[src/design/pf_pkg.sv]
// ----------------------------------------------------------------------------
// pf_pkg: shared types and constants for the Playfair digraph cipher
// Letter codes, key square layout, pair transactions and register indexes.
// ----------------------------------------------------------------------------
package pf_pkg;

    localparam int SQUARE_SIDE = 5;
    localparam int CODE_W      = 5;
    localparam int POS_W       = $clog2(SQUARE_SIDE);
    localparam int ROW_W       = SQUARE_SIDE * CODE_W;
    localparam int CFG_IDX_W   = 3;
    localparam int Q_DEPTH     = 4;

    localparam logic [CODE_W-1:0] LETTER_I = CODE_W'(8);
    localparam logic [CODE_W-1:0] LETTER_J = CODE_W'(9);
    localparam logic [CODE_W-1:0] LETTER_X = CODE_W'(23);

    // Default square ABCDE / FGHJK / LMNOP / QRSTU / VWXYZ, column 0 in low bits
    localparam logic [ROW_W-1:0] ROW_RESET [SQUARE_SIDE] = '{
        ROW_W'(4294688), ROW_W'(10788037), ROW_W'(16201099),
        ROW_W'(21613104), ROW_W'(27025109)
    };

    typedef enum logic [CFG_IDX_W-1:0] {
        CFG_KEY_ROW0 = 3'd0,
        CFG_KEY_ROW1 = 3'd1,
        CFG_KEY_ROW2 = 3'd2,
        CFG_KEY_ROW3 = 3'd3,
        CFG_KEY_ROW4 = 3'd4,
        CFG_DECRYPT  = 3'd5
    } cfg_reg_e;

    // square[row][col]
    typedef logic [SQUARE_SIDE-1:0][SQUARE_SIDE-1:0][CODE_W-1:0] square_t;

    typedef struct packed {
        logic [CODE_W-1:0] first;
        logic [CODE_W-1:0] second;
        logic              last;
    } pair_t;

    // Up to two pairs written into the queue in one cycle
    typedef struct packed {
        logic [1:0] count;
        pair_t      pair0;
        pair_t      pair1;
    } push_t;

    // Queue status seen by the back end
    typedef struct packed {
        logic  not_empty;
        pair_t head;
    } q_status_t;

endpackage

[src/design/pf_front.sv]
// ----------------------------------------------------------------------------
// pf_front: letter intake and digraph grouping
// Folds I to J, pairs letters, splits doubled letters with X and pads an odd
// trailing letter, then writes zero, one or two pairs into the queue.
// ----------------------------------------------------------------------------
module pf_front (
    input  logic                      clk,
    input  logic                      rst_n,
    input  logic                      in_valid,
    output logic                      in_stall,
    input  logic [pf_pkg::CODE_W-1:0] in_letter,
    input  logic                      in_last,
    input  logic                      q_room,
    output pf_pkg::push_t             push
);
    import pf_pkg::*;

    logic [CODE_W-1:0] held_letter_reg, held_letter_next;
    logic              held_valid_reg, held_valid_next;
    logic [CODE_W-1:0] letter;
    logic              accept;

    // Stall while the queue cannot take two more pairs
    assign in_stall = !q_room;
    assign accept   = in_valid && q_room;
    assign letter   = (in_letter == LETTER_I) ? LETTER_J : in_letter;

    // Group letters into pairs
    always_comb
    begin
        held_letter_next = held_letter_reg;
        held_valid_next  = held_valid_reg;
        push             = '0;
        if (accept)
        begin
            if (!held_valid_reg)
            begin
                if (in_last)
                begin
                    push.count = 2'd1;
                    push.pair0 = '{first: letter, second: LETTER_X, last: 1'b1};
                end
                else
                begin
                    held_letter_next = letter;
                    held_valid_next  = 1'b1;
                end
            end
            else if (held_letter_reg == letter)
            begin
                // Doubled letter: split with X, the letter starts the next pair
                push.pair0 = '{first: held_letter_reg, second: LETTER_X, last: 1'b0};
                if (in_last)
                begin
                    push.count      = 2'd2;
                    push.pair1      = '{first: letter, second: LETTER_X, last: 1'b1};
                    held_valid_next = 1'b0;
                end
                else
                begin
                    push.count = 2'd1;
                end
            end
            else
            begin
                push.count      = 2'd1;
                push.pair0      = '{first: held_letter_reg, second: letter, last: in_last};
                held_valid_next = 1'b0;
            end
        end
    end

    always_ff @(posedge clk or negedge rst_n)
    begin
        if (!rst_n)
        begin
            held_valid_reg <= 1'b0;
        end
        else
        begin
            held_valid_reg <= held_valid_next;
        end
    end

    always_ff @(posedge clk)
    begin
        held_letter_reg <= held_letter_next;
    end

endmodule

[src/design/pf_queue.sv]
// ----------------------------------------------------------------------------
// pf_queue: short pair queue between front and back
// Takes up to two pairs a cycle, gives one pair a cycle from the head.
// ----------------------------------------------------------------------------
module pf_queue #(
    parameter int DEPTH = pf_pkg::Q_DEPTH
) (
    input  logic                clk,
    input  logic                rst_n,
    input  pf_pkg::push_t       push,
    input  logic                pop,
    output logic                room,
    output pf_pkg::q_status_t   status
);
    import pf_pkg::*;

    localparam int PTR_W = $clog2(DEPTH);
    localparam int CNT_W = $clog2(DEPTH + 1);

    pair_t             entry_reg [DEPTH];
    logic [PTR_W-1:0]  wr_ptr_reg, wr_ptr_next;
    logic [PTR_W-1:0]  rd_ptr_reg, rd_ptr_next;
    logic [CNT_W-1:0]  count_reg, count_next;
    logic [PTR_W-1:0]  wr_ptr_inc;

    function automatic logic [PTR_W-1:0] ptr_inc(input logic [PTR_W-1:0] p);
        return (p == PTR_W'(DEPTH - 1)) ? '0 : p + PTR_W'(1);
    endfunction

    // Room for a worst-case transaction of two pairs
    assign room             = (count_reg <= CNT_W'(DEPTH - 2));
    assign status.not_empty = (count_reg != '0);
    assign status.head      = entry_reg[rd_ptr_reg];
    assign wr_ptr_inc       = ptr_inc(wr_ptr_reg);

    // Advance pointers and count
    always_comb
    begin
        wr_ptr_next = wr_ptr_reg;
        if (push.count == 2'd1)
        begin
            wr_ptr_next = wr_ptr_inc;
        end
        else if (push.count == 2'd2)
        begin
            wr_ptr_next = ptr_inc(wr_ptr_inc);
        end
        rd_ptr_next = pop ? ptr_inc(rd_ptr_reg) : rd_ptr_reg;
        count_next  = count_reg + CNT_W'(push.count) - CNT_W'(pop);
    end

    always_ff @(posedge clk or negedge rst_n)
    begin
        if (!rst_n)
        begin
            wr_ptr_reg <= '0;
            rd_ptr_reg <= '0;
            count_reg  <= '0;
        end
        else
        begin
            wr_ptr_reg <= wr_ptr_next;
            rd_ptr_reg <= rd_ptr_next;
            count_reg  <= count_next;
        end
    end

    // Store incoming pairs
    always_ff @(posedge clk)
    begin
        if (push.count != 2'd0)
        begin
            entry_reg[wr_ptr_reg] <= push.pair0;
        end
        if (push.count == 2'd2)
        begin
            entry_reg[wr_ptr_inc] <= push.pair1;
        end
    end

endmodule

[src/design/pf_back.sv]
// ----------------------------------------------------------------------------
// pf_back: key square substitution and letter output
// Pops one pair, locates both letters in the square, applies the row, column
// or rectangle rule and sends the two letters out one per transaction.
// ----------------------------------------------------------------------------
module pf_back (
    input  logic                      clk,
    input  logic                      rst_n,
    input  pf_pkg::square_t           square,
    input  logic                      decrypt_mode,
    input  pf_pkg::q_status_t         status,
    output logic                      pop,
    output logic                      out_valid,
    input  logic                      out_stall,
    output logic [pf_pkg::CODE_W-1:0] out_letter,
    output logic                      out_last
);
    import pf_pkg::*;

    logic              pair_valid_reg, pair_valid_next;
    logic              second_reg, second_next;
    logic [CODE_W-1:0] o1_reg, o2_reg;
    logic              last_reg;
    logic [CODE_W-1:0] o1, o2;
    logic [POS_W-1:0]  r1, c1, r2, c2;
    logic              out_accept;

    // Highest matching cell wins, missing letters sit at row 0, column 0
    function automatic logic [2*POS_W-1:0] locate(input square_t sq,
                                                 input logic [CODE_W-1:0] code);
        logic [2*POS_W-1:0] pos;
        pos = '0;
        for (int r = 0; r < SQUARE_SIDE; r++)
        begin
            for (int c = 0; c < SQUARE_SIDE; c++)
            begin
                if (sq[r][c] == code)
                begin
                    pos = {POS_W'(r), POS_W'(c)};
                end
            end
        end
        return pos;
    endfunction

    function automatic logic [POS_W-1:0] step(input logic [POS_W-1:0] p,
                                              input logic dec);
        logic [POS_W-1:0] res;
        if (dec)
        begin
            res = (p == '0) ? POS_W'(SQUARE_SIDE - 1) : p - POS_W'(1);
        end
        else
        begin
            res = (p == POS_W'(SQUARE_SIDE - 1)) ? '0 : p + POS_W'(1);
        end
        return res;
    endfunction

    // Substitute the head pair
    always_comb
    begin
        {r1, c1} = locate(square, status.head.first);
        {r2, c2} = locate(square, status.head.second);
        if (r1 == r2)
        begin
            o1 = square[r1][step(c1, decrypt_mode)];
            o2 = square[r2][step(c2, decrypt_mode)];
        end
        else if (c1 == c2)
        begin
            o1 = square[step(r1, decrypt_mode)][c1];
            o2 = square[step(r2, decrypt_mode)][c2];
        end
        else
        begin
            o1 = square[r1][c2];
            o2 = square[r2][c1];
        end
    end

    assign out_accept = pair_valid_reg && !out_stall;
    assign pop        = status.not_empty &&
                        (!pair_valid_reg || (second_reg && out_accept));

    // Load a new pair or advance to its second letter
    always_comb
    begin
        pair_valid_next = pair_valid_reg;
        second_next     = second_reg;
        if (pop)
        begin
            pair_valid_next = 1'b1;
            second_next     = 1'b0;
        end
        else if (out_accept)
        begin
            if (second_reg)
            begin
                pair_valid_next = 1'b0;
                second_next     = 1'b0;
            end
            else
            begin
                second_next = 1'b1;
            end
        end
    end

    always_ff @(posedge clk or negedge rst_n)
    begin
        if (!rst_n)
        begin
            pair_valid_reg <= 1'b0;
            second_reg     <= 1'b0;
        end
        else
        begin
            pair_valid_reg <= pair_valid_next;
            second_reg     <= second_next;
        end
    end

    always_ff @(posedge clk)
    begin
        if (pop)
        begin
            o1_reg   <= o1;
            o2_reg   <= o2;
            last_reg <= status.head.last;
        end
    end

    assign out_valid  = pair_valid_reg;
    assign out_letter = second_reg ? o2_reg : o1_reg;
    assign out_last   = second_reg && last_reg;

endmodule

[src/design/playfair_digraph_cipher.sv]
// ----------------------------------------------------------------------------
// playfair_digraph_cipher: streaming Playfair cipher over a 5x5 key square
//
// Input channel (in_valid/in_stall) carries one letter code per transaction,
// with in_last on the final letter of a text. Output channel
// (out_valid/out_stall) carries one substituted letter per transaction;
// out_last marks the final letter of a text.
// Each input letter yields 0, 2 or 4 output letters. A completed pair is
// written to the queue when the input transaction is accepted, then popped
// into the substitution register once it is free, which raises out_valid;
// then one letter goes out a cycle while the receiver does not stall.
// Throughput is set by the single output port, which sends a pair's two
// letters one after the other. Ordinary text is taken at one letter a cycle
// while the queue has room. The key square rows and decrypt_mode are written
// through cfg_we/cfg_index/cfg_data; the user must write them only while the
// block is idle, which the block does not enforce. Writes to unused indexes
// are dropped. Reset clears any held letter and the pair queue and restores
// the default square ABCDE/FGHJK/LMNOP/QRSTU/VWXYZ in encrypt mode.
// When the receiver stalls, the current letter holds on the output; the
// queue keeps filling and in_stall rises once it cannot take two more pairs.
// ----------------------------------------------------------------------------
module playfair_digraph_cipher #(
    parameter int QUEUE_DEPTH = pf_pkg::Q_DEPTH
) (
    input  logic                         clk,
    input  logic                         rst_n,
    input  logic                         cfg_we,
    input  logic [pf_pkg::CFG_IDX_W-1:0] cfg_index,
    input  logic [pf_pkg::ROW_W-1:0]     cfg_data,
    input  logic                         in_valid,
    output logic                         in_stall,
    input  logic [pf_pkg::CODE_W-1:0]    in_letter,
    input  logic                         in_last,
    output logic                         out_valid,
    input  logic                         out_stall,
    output logic [pf_pkg::CODE_W-1:0]    out_letter,
    output logic                         out_last
);
    import pf_pkg::*;

    logic [ROW_W-1:0] key_row_reg [SQUARE_SIDE];
    logic             decrypt_reg;
    square_t          square;
    push_t            push;
    q_status_t        status;
    logic             q_room;
    logic             pop;

    // Write configuration registers
    always_ff @(posedge clk or negedge rst_n)
    begin
        if (!rst_n)
        begin
            for (int i = 0; i < SQUARE_SIDE; i++)
            begin
                key_row_reg[i] <= ROW_RESET[i];
            end
            decrypt_reg <= 1'b0;
        end
        else if (cfg_we)
        begin
            unique case (cfg_index)
                CFG_KEY_ROW0: key_row_reg[0] <= cfg_data;
                CFG_KEY_ROW1: key_row_reg[1] <= cfg_data;
                CFG_KEY_ROW2: key_row_reg[2] <= cfg_data;
                CFG_KEY_ROW3: key_row_reg[3] <= cfg_data;
                CFG_KEY_ROW4: key_row_reg[4] <= cfg_data;
                CFG_DECRYPT:  decrypt_reg    <= cfg_data[0];
                default:      ;
            endcase
        end
    end

    always_comb
    begin
        for (int r = 0; r < SQUARE_SIDE; r++)
        begin
            square[r] = key_row_reg[r];
        end
    end

    pf_front u_front (
        .clk       (clk),
        .rst_n     (rst_n),
        .in_valid  (in_valid),
        .in_stall  (in_stall),
        .in_letter (in_letter),
        .in_last   (in_last),
        .q_room    (q_room),
        .push      (push)
    );

    pf_queue #(
        .DEPTH (QUEUE_DEPTH)
    ) u_queue (
        .clk    (clk),
        .rst_n  (rst_n),
        .push   (push),
        .pop    (pop),
        .room   (q_room),
        .status (status)
    );

    pf_back u_back (
        .clk          (clk),
        .rst_n        (rst_n),
        .square       (square),
        .decrypt_mode (decrypt_reg),
        .status       (status),
        .pop          (pop),
        .out_valid    (out_valid),
        .out_stall    (out_stall),
        .out_letter   (out_letter),
        .out_last     (out_last)
    );

endmodule

[config.mk]
export PLATFORM = sky130hd
export DESIGN_NAME = playfair_digraph_cipher
export DESIGN_NICKNAME = d
export VERILOG_FILES = /design/src/design/pf_pkg.sv /design/src/design/pf_front.sv /design/src/design/pf_queue.sv /design/src/design/pf_back.sv /design/src/design/playfair_digraph_cipher.sv
export SDC_FILE = /design/constraint.sdc
export NUM_CORES = 1
export LEC_CHECK = 0
export ABC_AREA = 1
export BUFFER_PORTS_ARGS = -buffer_cell sky130_fd_sc_hd__buf_2
export CAP_MARGIN = 20
export CELL_PAD_IN_SITES_DETAIL_PLACEMENT = 1
export CELL_PAD_IN_SITES_GLOBAL_PLACEMENT = 2
export CORE_ASPECT_RATIO = 0.5
export CORE_MARGIN = 5
export CORE_UTILIZATION = 33
export CTS_CLUSTER_DIAMETER = 30
export DETAILED_ROUTE_END_ITERATION = 12
export PLACE_DENSITY_LB_ADDON = 0.1
export SLEW_MARGIN = 20
export SYNTH_ARGS = -nofsm -noshare
export SYNTH_HDL_FRONTEND = slang
export SYNTH_SLANG_ARGS = --single-unit
[constraint.sdc]
create_clock -name clk -period 4.06 [get_ports clk]
set_input_delay 0.203 -clock clk [delete_from_list [all_inputs] [get_ports clk]]
set_output_delay 0.203 -clock clk [all_outputs]
set_load 0.01 [all_outputs]
==> impl_metrics.yaml, run 1 <==
cts:
  tritoncts: "built"
  htree_levels: 4
  max-clock-path-buffers: 2
  cts.sinks: 196
  cts.reportedPaths.clkPinSlew_ns: 0.11
  clock_tree_root: "clkbuf_16"
  tritoncts.num_buffers: 17
  clock_network_latency_to_the_later_pin_of_the_worst_skew_pair_ns: 0.48
global_routing:
  antenna_violations_before_repair: 6
  largest_net_degree_at_the_start_of_global_routing: 82
  grt.overflow.total: 0
  wire_length_of_the_first_global_routing_pass_mm: 166.5
  global_router_s_overall_resource_usage_pct: 37.27
  number_of_global_route_vias_before_repair: 22730
routing:
  wire_per_inst_um: 28.89
  drtIter0Drc: 2672
  drcViolationCount: 0
  vias: 23880
  final_antenna_net_count: 0
  viasPerCell: 5.694
  wirelength_mm: 121.1
  firstDrtPassIters: 6
setup_path:
  reg_to_reg_slack_setup_ns: -0.63
  r2r.worst_path.cells: 35
  crit_top_cell: "nand2_2"
  critPathArrivalTime_ns: 4.95
  largest_stage_delay_on_the_critical_path_ns: 0.43
  timing.rr.start: "u_queue.rd_ptr_reg[1]"
  critical_path_required_ns: 4.32
  critical_path.slowest_cell: "dfrtp_1"
  timing.critical_path.to: "u_back.o2_reg[0]"
  crit_fanout: 10
  cp-startpoint: "u_queue.rd_ptr_reg[1]"
  critical_path.startpoint_type: "flop"
  endpoint_kind: "flop"
  timing_worst_setup_path_type: "flop to flop"
  rr_endpoint: "u_back.o2_reg[0]"
final_layout:
  layout_common_cells: "nand2_1, buf_4, o21ai_0"
  area_growth_from_synthesis_to_layout_pct: 38.49
  numnets_final: 3489
  final_common_cell: "nand2_1"
  flip_flop_count_of_the_largest_register_after_layout: 125
  final_std_cell_area_no_fill_um2: 26080
  fraction_of_final_layout_cells_sized_beyond_drive_strength_1_pct: 30.15
outcome:
  run_status: "finished with violations"
  violations: "setup timing"
sta:
  hold-worst-slack_ns: 0.02675
  number_of_hold_violations_in_the_final_report: 0
  final.period_utilization_pct: 115.6
  finalWorstPathRequiredPeriod_ns: 4.694
  layout_setup_ws_ns: -0.6339
  count_of_final_max_slew_check_failures: 0
  worst-slew-pin-transition_ns: 1.064
  relSlewSlack_pct: 28.79
  fin_worst_skew_ns: 0.03381
  grt_setup_unrepaired: "yes"
  fmaxAchievable_ghz: 0.2130
  setup_violations: 10
die:
  floorplan.core_area_um2: 56020
  rows: 61
  fp.dieH_um: 178.9
  floorplan.die_area_um2: 62230
  design.portCount: 47
  initial_core_utilization_pct: 33.62
  floorplan.die.width_um: 347.8
logic_synthesis:
  simple_gate_fraction_of_synth_area_pct: 34.00
  mux_cell_area_share_after_synthesis_pct: 0
  combinational_family_with_the_most_area_after_synthesis: "simple AND/OR/NAND/NOR gates"
  dominantRegCellSynth: "dfrtp_1"
  edff_count_synth: 56
  synth_area_per_cell_um2: 6.403
  synthesis.nets: 3007
  synth_cell_types: 63
  post_synth_adder_cell_area_pct: 1.834
  synth_xor_xnor_area_share_pct: 6.219
  cells_after_synthesis: 2941
  synth-warning-count: 0
  cell_area_after_synthesis_um2: 18830
  ys_seq_area_share_pct: 27.80
  synth_async_sr_flop_share_pct: 69.39
  synth_compound_gate_area_share_pct: 18.40
  yosys_register_bits: 196
placement:
  post_dp_hpwl_mm: 94.38
  globalplace.congestion: 1.011
  placedInstanceArea_um2: 23200
  placement.io_buffers: 46
worst_hold_path:
  holdCritPathClass: "input port to flop"
  worst_hold_path_stage_count: 4
flow_run:
  max-cap-violations: 0
cells in the mapped netlist, types with 11 or more instances:
master    number  share of area (%)
nand2_4       12               0.72
buf_2         52                1.4
dfstp_2       56                7.8
a31oi_1       15               0.50
buf_4         22               0.88
a21oi_1      117                3.1
clkbuf_1      72                1.4
xor2_1       122                5.7
dfrtp_1       80                 11
o221ai_1      11               0.51
nand2_2       21               0.70
o22ai_1       50                1.7
nand3_1      280                7.4
inv_1        273                5.4
o21ai_1       68                1.8
nand3_2       15               0.80
o211ai_1      31                1.2
inv_2         19               0.38
o21ai_0      314                8.3
edfxtp_1      56                8.9
nand2_1      852                 17
buf_6         27                1.6
nor2_1       196                3.9
nor3_1        22               0.58
ha_1          26                1.7
nand4_1       31                1.0
worst min-delay path by stage:
stage / from / to / slack, ns
floorplan: rst_n / decrypt_reg / -0.09
global placement: rst_n / key_row_reg[108] / 0.34
detailed placement: rst_n / key_row_reg[108] / 0.35
CTS: out_stall / u_back.second_reg / 0.005
global route: in_letter[3] / u_front.held_letter_reg[3] / 0.02
finish: out_stall / u_back.second_reg / 0.03
metal layers:
| layer | routed length, um | GRT usage, % | part of all wire [%] |
|---|---|---|---|
| met5 | 142 | 0 | 0.12 |
| met2 | 48070 | 52.91 | 40 |
| met3 | 16550 | 13.20 | 14 |
| met1 | 53260 | 53.53 | 44 |
| met4 | 3104 | 9.379 | 2.6 |
worst max-delay path: cells and delay by family (launching register included):
kind | cells | cell delay (ns)
and+or+nand+nor | 25 | 2.59
buffers and inverters | 7 | 0.89
DFF | 1 | 0.43
xor gates and xnor gates | 1 | 0.22
adders and majority gates | 1 | 0.20
AOI/OAI and AO/OA | 1 | 0.13
stage by stage:
step                worst slack [ns]  std cells  TNS [ns]  util [%]
floorplan                   -0.05942       2941   -0.3339         -
global placement             -0.8885       4069    -7.026     41.42
detailed placement           -0.9160       4069    -7.730     41.42
CTS                          -0.4306       4142    -3.710     44.51
global route                 -0.9294       4192    -7.994     46.55
finish                       -0.6339       4193    -5.628     46.55
cell families (layout without fill, tap and decap cells):
group / after synthesis / in the layout
AOI/OAI and AO/OA: 633 / 633
xor gates and xnor gates: 132 / 132
adders and majority gates: 27 / 27
buffers and inverters: 484 / 977
DFF: 196 / 196
other: 0 / 1
and+or+nand+nor: 1469 / 1471
cell type report:
class / instances / area, um2
Fill cell: 7198 / 29940
Multi-Input combinational cell: 2263 / 12590
Timing Repair Buffer: 647 / 5458
Sequential cell: 196 / 5236
Inverter: 298 / 1179
Tap cell: 756 / 945.9
Clock buffer: 17 / 425.4
Clock inverter: 15 / 239.0
Antenna cell: 1 / 2.502
repair_timing:
action / 4_1_cts / 5_1_grt
setup endpoints to repair: 10 / 10
hold buffers: 4 / 0
gates cloned: 4 / 7
resized for setup: 172 / 162
endpoints found under the hold margin: 54 / 0
buffers inserted: 34 / 44
pin swaps: 44 / 113
Power of run 1 is left out: the tool's default activity adds up to more than one toggle a clock period on the data nets, which glitch-free logic cannot reach.
==> run 2, diff against run 1 <==
- CORE_ASPECT_RATIO: 0.5 -> not set
==> run 2 against run 1 <==
Count of clock-buffer cells in the layout up 1; non-clock buffer count down 31; register-to-register slack worse by 0.14 ns; the run still ends with setup timing left; worst hold slack better by 0.0096 ns; highest routed layer is now met4; sequential share of layout area up 0.43 points; flip-flop and latch count unchanged.
==> impl_metrics.yaml, run 2 (synthesis gave the netlist of run 1 again) <==
outcome:
  run_status: "finished with violations"
  violations: "setup timing"
sta:
  finalWorstPathRequiredPeriod_ns: 4.836
  fin_worst_skew_ns: 0.02153
  number_of_hold_violations_in_the_final_report: 0
  relSlewSlack_pct: 25.86
  count_of_final_max_slew_check_failures: 0
  grt_setup_unrepaired: "yes"
  worst-slew-pin-transition_ns: 1.109
  fmaxAchievable_ghz: 0.2068
  setup_violations: 10
  final.period_utilization_pct: 119.1
  layout_setup_ws_ns: -0.7756
routing:
  vias: 23340
  met3_length_mm: 9.038
  topRoutingLayerUsed: "met4"
  routedLengthMet1_mm: 50.34
  final_antenna_net_count: 0
  viasPerCell: 5.609
  wirelength_mm: 114.0
  drcViolationCount: 0
  firstDrtPassIters: 5
  drtIter0Drc: 2117
  wire_per_inst_um: 27.40
  wl_met2_mm: 50.07
placement:
  placement.io_buffers: 46
  post_dp_hpwl_mm: 90.14
  globalplace.congestion: 0.9948
cts:
  tritoncts.num_buffers: 17
  clock_tree_root: "clkbuf_16"
  clock_network_latency_to_the_later_pin_of_the_worst_skew_pair_ns: 0.51
  tritoncts: "built"
  htree_levels: 4
  cts.reportedPaths.clkPinSlew_ns: 0.09
  cts.sinks: 196
  max-clock-path-buffers: 2
setup_path:
  largest_stage_delay_on_the_critical_path_ns: 0.49
  crit_top_cell: "nand2_1"
  rr_endpoint: "u_back.o2_reg[3]"
  endpoint_kind: "flop"
  critical_path.slowest_cell: "dfrtp_2"
  r2r.worst_path.cells: 38
  timing_worst_setup_path_type: "flop to flop"
  reg_to_reg_slack_setup_ns: -0.78
  critPathArrivalTime_ns: 5.10
  critical_path_required_ns: 4.33
  critical_path.startpoint_type: "flop"
  timing.rr.start: "u_queue.rd_ptr_reg[0]"
  crit_fanout: 13
worst_hold_path:
  min_from: "in_last"
  min_delay_worst_endpoint: "u_front.held_valid_reg"
  holdCritPathClass: "input port to flop"
  worst_hold_path_stage_count: 4
final_layout:
  finalCoreUtilization_pct: 45.19
  layout_common_cells: "nand2_1, buf_4, o21ai_0"
  antennaDiodeCount: 0
  flip_flop_count_of_the_largest_register_after_layout: 125
  multi_input_area_um2: 12380
  layout.filler_cells: 7279
  fraction_of_final_layout_cells_sized_beyond_drive_strength_1_pct: 28.28
  numnets_final: 3458
  regArea_um2: 5236
  area_growth_from_synthesis_to_layout_pct: 35.58
  final_common_cell: "nand2_1"
global_routing:
  number_of_global_route_vias_before_repair: 23150
  wire_length_of_the_first_global_routing_pass_mm: 161.6
  grt.overflow.total: 0
  global_router_s_overall_resource_usage_pct: 35.02
  largest_net_degree_at_the_start_of_global_routing: 95
  antenna_violations_before_repair: 0
die:
  initial_core_utilization_pct: 33.33
  fp.dieH_um: 248.9
  floorplan.die.width_um: 248.9
  floorplan.die_area_um2: 61940
  design.portCount: 47
  floorplan.core_area_um2: 56500
  rows: 87
flow_run:
  max-cap-violations: 0
[run 2: cell count changes in the layout (fill, tap and decap cells not counted), sizes merged, moves of 2 or more]
cell         delta
buf            -32
bufinv          -2
clkinv          +2
dlygate4sd3     +2
[run 2: how the worst max path moves through the flow]
stage | from | to | depth (start not counted)
after detailed placement | u_queue.rd_ptr_reg[0] | u_back.o2_reg[3] | 35
after floorplan | u_queue.rd_ptr_reg[0] | u_back.o2_reg[4] | 36
after CTS | u_queue.rd_ptr_reg[0] | u_back.o2_reg[3] | 36
after global routing | u_queue.rd_ptr_reg[0] | u_back.o2_reg[3] | 39
final | u_queue.rd_ptr_reg[0] | u_back.o2_reg[3] | 38
after global placement | u_queue.rd_ptr_reg[0] | u_back.o2_reg[3] | 40
[run 2: critical path, delay by kind of cell, from the launching register on]
kind | cells | cell delay (ns)
AO/OA/AOI/OAI | 1 | 0.20
XOR/XNOR | 1 | 0.14
adder cells (fa/ha/maj) | 1 | 0.18
buffers and inverters | 11 | 1.22
flip-flops | 1 | 0.49
AND/OR/NAND/NOR | 24 | 2.34
[run 2: stage by stage]
stage	instance area, um2	setup WS, ns	hold WS (ns)	instances	setup TNS [ns]
2_1_floorplan	19050	-0.05942	-0.09259	2941	-0.3339
3_3_place_gp	23240	-0.9062	0.1651	4069	-7.283
3_5_place_dp	23270	-1.063	0.1684	4070	-8.517
4_1_cts	24430	-0.6558	0.01012	4121	-5.572
5_1_grt	25530	-0.9407	0.05567	4161	-8.979
6_report	25530	-0.7756	0.03633	4161	-6.928
[run 2: layer usage]
metal	up-vias	track usage (%)
li1	10570	-
met1	11690	48.76
met2	918	54.16
met3	167	6.682
met4	0	12.94
met5	-	0
[run 2: area by class of cell]
cell class                      count  area share [%]
Multi-Input combinational cell   2262           48.50
Sequential cell                   196           20.51
Timing Repair Buffer              616           20.28
Inverter                          298           4.504
Tap cell                          756           3.705
Clock buffer                       18           1.720
Clock inverter                     14          0.7547
Timing Repair inverter              1         0.02940
[run 2: what timing repair did]
action / in CTS / in global routing
hold endpoints to repair: 47 / 0
buffers inserted: 11 / 35
resized for setup: 90 / 160
endpoints found under the setup margin: 10 / 10
hold buffers: 6 / 0
gates cloned: 2 / 5
pin swaps: 6 / 69
Power of run 2 is left out for the same reason.
